`config.mk`:
```
export PLATFORM = sky130hd
export DESIGN_NAME = uvsph_div
export DESIGN_NICKNAME = d
export VERILOG_FILES = /design/src/rtl/assert_macros.svh /design/src/rtl/uvsph_pkg.sv /design/src/rtl/uvsph_div.sv
export SDC_FILE = /design/constraint.sdc
export NUM_CORES = 2
export LEC_CHECK = 0
export BUFFER_PORTS_ARGS = -buffer_cell sky130_fd_sc_hd__buf_4
export CAP_MARGIN = 20
export CORE_MARGIN = 2
export CORE_UTILIZATION = 40
export CTS_BUF_LIST = sky130_fd_sc_hd__clkbuf_4 sky130_fd_sc_hd__clkbuf_8 sky130_fd_sc_hd__clkbuf_16
export DETAILED_ROUTE_END_ITERATION = 8
export HOLD_SLACK_MARGIN = 0.1
export PLACE_DENSITY = 0.59
export SKIP_CTS_REPAIR_TIMING = 1
export SLEW_MARGIN = 20
export SYNTH_ARGS = -nofsm -noshare
export SYNTH_HDL_FRONTEND = slang
export SYNTH_SLANG_ARGS = --single-unit
```
`constraint.sdc`:
```
create_clock -name clk -period 3.42 [get_ports clk]
set_input_delay 0.684 -clock clk [delete_from_list [all_inputs] [get_ports clk]]
set_output_delay 0.684 -clock clk [all_outputs]
set_load 0.005 [all_outputs]
```
`src/rtl/assert_macros.svh`:
```
// Assertion helpers shared by the RTL.
`ifndef ASSERT_MACROS_SVH
`define ASSERT_MACROS_SVH

// Implication checked every clock, off during reset.
`define ASSERT_IMPL(label, clk, rst, ante, cons, msg) \
  label: assert property (@(posedge clk) disable iff (rst) (ante) |-> (cons)) else $error(msg);

// Implication with the consequent checked in the next cycle.
`define ASSERT_NEXT(label, clk, rst, ante, cons, msg) \
  label: assert property (@(posedge clk) disable iff (rst) (ante) |=> (cons)) else $error(msg);

`endif

```
`src/rtl/uvsph_pkg.sv`:
```
`default_nettype none
package uvsph_pkg;

  localparam int unsigned CordicStagesDefault = 16;
  localparam int unsigned AtanEntries = 24;
  localparam logic [7:0] PrecisionReset = 8'd48;
  localparam logic signed [33:0] CordicX0 = 34'sd652032874;
  // Divider quotient width: dividend up to 255*131072+255 over 2*p.
  localparam int unsigned QuotW = 25;

  typedef struct packed {
    logic [7:0] row;
    logic [7:0] column;
  } in_t;

  typedef struct packed {
    logic              valid_res;
    logic [15:0]       vertex_index;
    logic signed [15:0] normal_x;
    logic signed [15:0] normal_y;
    logic signed [15:0] normal_z;
    logic signed [15:0] position_x;
    logic signed [15:0] position_y;
    logic signed [15:0] position_z;
    logic [15:0]       tex_u;
    logic [15:0]       tex_v;
  } out_t;

  // Arctangent of 2^-i in units of 2^-32 turn.
  function automatic logic [29:0] atan_turns(input logic [4:0] i);
    logic [29:0] r;
    case (i)
      5'd0: r = 30'd536870912;  5'd1: r = 30'd316933406;
      5'd2: r = 30'd167458907;  5'd3: r = 30'd85004756;
      5'd4: r = 30'd42667331;   5'd5: r = 30'd21354465;
      5'd6: r = 30'd10680350;   5'd7: r = 30'd5340245;
      5'd8: r = 30'd2670163;    5'd9: r = 30'd1335087;
      5'd10: r = 30'd667544;    5'd11: r = 30'd333772;
      5'd12: r = 30'd166886;    5'd13: r = 30'd83443;
      5'd14: r = 30'd41722;     5'd15: r = 30'd20861;
      5'd16: r = 30'd10430;     5'd17: r = 30'd5215;
      5'd18: r = 30'd2608;      5'd19: r = 30'd1304;
      5'd20: r = 30'd652;       5'd21: r = 30'd326;
      5'd22: r = 30'd163;       5'd23: r = 30'd81;
      default: r = 30'd0;
    endcase
    return r;
  endfunction

  function automatic logic signed [15:0] sat16(input logic signed [35:0] v);
    logic signed [15:0] r;
    if (v > 36'sd32767) r = 16'sh7fff;
    else if (v < -36'sd32768) r = 16'sh8000;
    else r = v[15:0];
    return r;
  endfunction

  // Q1.30 to Q1.15: add half, floor shift, saturate.
  function automatic logic signed [15:0] round_q30(input logic signed [33:0] v);
    logic signed [35:0] t;
    t = (36'(v) + 36'sd16384) >>> 15;
    return sat16(t);
  endfunction

endpackage
`default_nettype wire

```
`src/rtl/uvsph_div.sv`:
```
`default_nettype none
// Pipelined restoring divider: one quotient bit per stage, three quotients
// per beat sharing one divisor. A side payload rides along.
module uvsph_div #(
  parameter int unsigned SideW = 8
) (
  input  wire logic                      clk,
  input  wire logic                      rst,
  input  wire logic                      en,
  input  wire logic                      in_valid,
  input  wire logic [uvsph_pkg::QuotW-1:0] num_a,
  input  wire logic [uvsph_pkg::QuotW-1:0] num_b,
  input  wire logic [uvsph_pkg::QuotW-1:0] num_c,
  input  wire logic [8:0]                den,
  input  wire logic [SideW-1:0]          side_in,
  output logic                           out_valid,
  output logic [uvsph_pkg::QuotW-1:0]    quo_a,
  output logic [uvsph_pkg::QuotW-1:0]    quo_b,
  output logic [uvsph_pkg::QuotW-1:0]    quo_c,
  output logic [SideW-1:0]               side_out
);
  localparam int unsigned W = uvsph_pkg::QuotW;

  logic [W:1]       vld;
  logic [W-1:0]     na [1:W];
  logic [W-1:0]     nb [1:W];
  logic [W-1:0]     nc [1:W];
  logic [9:0]       ra [1:W];
  logic [9:0]       rb [1:W];
  logic [9:0]       rc [1:W];
  logic [8:0]       dv [1:W];
  logic [SideW-1:0] sd [1:W];

  for (genvar s = 0; s < W; s++) begin : g_stage
    logic             vi;
    logic [W-1:0]     ai, bi, ci;
    logic [9:0]       rai, rbi, rci;
    logic [8:0]       di;
    logic [SideW-1:0] si;
    logic [9:0]       ta, tb, tc;
    if (s == 0) begin : g_first
      always_comb begin
        vi = in_valid;
        ai = num_a; bi = num_b; ci = num_c;
        rai = '0; rbi = '0; rci = '0;
        di = den; si = side_in;
      end
    end else begin : g_next
      always_comb begin
        vi = vld[s];
        ai = na[s]; bi = nb[s]; ci = nc[s];
        rai = ra[s]; rbi = rb[s]; rci = rc[s];
        di = dv[s]; si = sd[s];
      end
    end
    always_comb begin
      ta = {rai[8:0], ai[W-1]};
      tb = {rbi[8:0], bi[W-1]};
      tc = {rci[8:0], ci[W-1]};
    end
    always_ff @(posedge clk) begin
      if (rst) begin
        vld[s+1] <= 1'b0;
      end else if (en) begin
        vld[s+1] <= vi;
      end
      if (en) begin
        dv[s+1] <= di;
        sd[s+1] <= si;
        if (ta >= {1'b0, di}) begin
          ra[s+1] <= ta - {1'b0, di};
          na[s+1] <= {ai[W-2:0], 1'b1};
        end else begin
          ra[s+1] <= ta;
          na[s+1] <= {ai[W-2:0], 1'b0};
        end
        if (tb >= {1'b0, di}) begin
          rb[s+1] <= tb - {1'b0, di};
          nb[s+1] <= {bi[W-2:0], 1'b1};
        end else begin
          rb[s+1] <= tb;
          nb[s+1] <= {bi[W-2:0], 1'b0};
        end
        if (tc >= {1'b0, di}) begin
          rc[s+1] <= tc - {1'b0, di};
          nc[s+1] <= {ci[W-2:0], 1'b1};
        end else begin
          rc[s+1] <= tc;
          nc[s+1] <= {ci[W-2:0], 1'b0};
        end
      end
    end
  end

  assign out_valid = vld[W];
  assign quo_a = na[W];
  assign quo_b = nb[W];
  assign quo_c = nc[W];
  assign side_out = sd[W];
endmodule
`default_nettype wire

```
==> summary.txt <==
Fin nets: 9410
Synth Cell Area: 0.125 mm^2
Pleak: 52.9 nW
First-pass GRT wire length: 390000 um
Type of origin of the critical path: flop
FFs w/ async S/R, synth: 0%
Total power: 0.116 W
H-tree levels: 5
Core Rows: 205
Skew-Pair Late Insertion Delay: 0.89 ns
Slew HR: 29.7%
Crit-path cells: ha_1 > fa_1 > nor2b_1 > o31a_1 > nor4bb_1 > nor3_1 > a21oi_2 > mux2_2
Actual slew at the worst max-slew pin: 1.05 ns
Initial Utilization: 40.2%
Detailed Route Iter0 Violations: 4588
Synthesized instance count: 7991
Worst Hold Class: in2reg
Slew Viols, Final: 0
Final TNS setup: 0 ns
Worst Path Max Fanout: 10
Area of the multi-input gates: 0.0339 mm^2
Vert. Die Dim: 563 um
Required @ worst endpoint: 4.05 ns
Vias in the first global route: 65100
Post-route worst setup slack: 0.331 ns
Clk buf depth: 4
Leading post-synthesis cells by cell area: edfxtp_1, ha_1, mux2_2, xnor2_1, inv_1
Final Util: 46.3%
Pint: 0.0822 W
Syn avg cell area: 15.7 um^2
CP max stage delay: 0.52 ns
Critical path class: reg2reg
Final Critical Period: 3.09 ns
Fillers: 26700
HPWL after DPL: 186000 um
Worst path top cell family by delay: compound AO/OA/AOI/OAI gates
Post-synth cell types: 71
Core region area: 0.312 mm^2
Syn Nets: 8810
Buf/Inv on CP: 0
Cell count of the worst reg-to-reg path: 8
#FFs+latches synth: 2964
Maximum VDD drop: 0.498 mV
Die area: 0.317 mm^2
Clock root buffer: clkbuf_16
Area Overhead vs Synth: 15.4%
Count leader, synth: edfxtp_1
Clock-pin slew on the worst setup and hold paths: 0.06 ns
Clock share of power: 30.1%
Port buffer count: 179
Hold violation total from the final report: 0
Sink Count: 2964
GR Overflow Total: 0
Power share of the sequential group: 44.3%
Cts bufs inserted: 319
Main flop type after synthesis: edfxtp_1
Number of enable flip-flop cells after synthesis: 2939
Worst hold path depth: 3
FF/Latch Area: 0.0888 mm^2
Logic pwr share: 25.6%
Crit. End Element: flop
DRC: 0
Crit path arrival time: 3.72 ns
Max-cap violations: 0
Setup WS pre-CTS: 0.337 ns
Total wire length: 257000 um
DR vias: 65300
First-pass DRT Iterations: 6
Num ports: 180
RSZ-0062 raised after global routing: false
CTS tree: done
Initial antenna violation count: 21
Reg-to-Reg End: rb[0][87]
Synth top cells by count: edfxtp_1, ha_1, inv_1
Die width: 563 um
Fin crit share: 90.3%
Sequential element share of the synthesized area: 70.9%
Overall routing resource usage: 15.9%
Placer Congestion: 0.870
Pwr Density: 804 mW/mm^2
Switching part of the total: 29.2%
Design Area, Final: 0.144 mm^2
Worst path slowest cell: edfxtp_1
Pin count of the biggest net entering global routing: 180
Status: finished, final reports clean
Avg WL per Cell: 19.8 um
End of the worst hold path: rc[0][10]
Worst r2r src: dv[0][63]
Layout cells sized above 1: 13.8%
Routed vias/inst: 5.02
Antenna viol nets, final: 0
Yosys top cell area share: 70.5%
Switching power: 0.0339 W
YS warnings: 0
Flop-to-flop setup slack: 0.33 ns
Yosys top cell by area: edfxtp_1
Fin Clk Skew: 0.0745 ns
Hold Startpoint: num_c[24]
Post-DP Area: 0.133 mm^2
F_max: 324 MHz
Final setup viols: 0
==> tightest hold or removal path, stage by stage <==
cell	delay (ns)
buf_4	0.10
nor2_1	0.04
a21oi_1	0.10
==> kinds of logic (layout without fill, tap and decap cells) <==
family / count (synthesis) / after routing / share of synthesized area [%]
flip-flops: 2964 / 2964 / 70.9
AO/OA/AOI/OAI: 1504 / 1504 / 8.08
AND/OR/NAND/NOR: 1447 / 1447 / 5.90
adder cells (fa/ha/maj): 723 / 723 / 7.64
buffers and inverters: 664 / 1522 / 2.04
multiplexers: 365 / 365 / 3.17
XOR/XNOR: 324 / 324 / 2.27
other: 0 / 9 / 0
==> layer usage <==
layer / wire length, um / global-route usage, %
met5: 0 / 0
met4: 6980 / 4.94
met3: 9760 / 2.27
met2: 123000 / 26.2
met1: 117000 / 21.8
==> power by group through the flow <==
stage	combinational (W)	clock, W	sequential [W]
floorplan	0.0228	0	0.0499
global route	0.0333	0.0374	0.0519
global placement	0.0290	0	0.0523
finish	0.0297	0.0350	0.0514
CTS	0.0298	0.0361	0.0515
detailed placement	0.0295	0	0.0522
==> area by class of cell <==
| type | instances | share of cell area [%] |
|---|---|---|
| tap | 4140 | 3.59 |
| sequential | 2964 | 61.5 |
| multi-input combinational | 4363 | 23.5 |
| inverter | 509 | 1.32 |
| clock inverter | 197 | 1.60 |
| antenna | 9 | 0.0156 |
| clock buffer | 382 | 5.91 |
| timing repair buffer | 434 | 2.64 |
==> registers in the layout, indices dropped and copies added, names as in the netlist <==
name / flops
out_valid: 1
rc: 216
ra: 216
nc: 625
na: 625
g_stage.vi: 24
dv: 216
sd: 200
rb: 216
nb: 625
==> layout by cell type (no fill, tap or decap), types with 47 or more instances in the layout <==
cell,count
nand2b_1,72
nor3_1,87
nor2b_1,184
a31oi_1,47
mux2i_1,118
nor3b_1,80
o211ai_1,76
inv_1,507
o21ai_0,376
nand2_1,350
o31ai_1,62
nor2_1,335
clkinv_1,59
clkbuf_4,57
a21boi_0,50
edfxtp_1,2939
o31a_1,59
mux2_2,242
a21oi_1,319
nand3_1,122
buf_4,317
fa_1,69
clkbuf_16,323
o21a_1,187
a21o_1,51
ha_1,654
dlygate4sd3_1,91
xor2_1,101
xnor2_1,223
==> metrics by stage <==
| step | hold slack, ns | cells |
|---|---|---|
| after floorplan | 0.400 | 7991 |
| after global placement | 0.400 | 12300 |
| after detailed placement | 0.405 | 12300 |
| after CTS | -0.140 | 12900 |
| after global routing | 0.158 | 13000 |
| final | 0.158 | 13000 |
==> worst max path at each step <==
stage,start,to,cells after the start
6_report,dv[0][63],rb[0][87],8
3_3_place_gp,dv[0][63],rb[0][82],8
5_1_grt,dv[0][135],rc[0][165],7
3_5_place_dp,dv[0][63],rb[0][84],8
2_1_floorplan,en,nc[0][100],5
4_1_cts,dv[0][63],rb[0][87],8
Power figures use the tool's default switching activity.
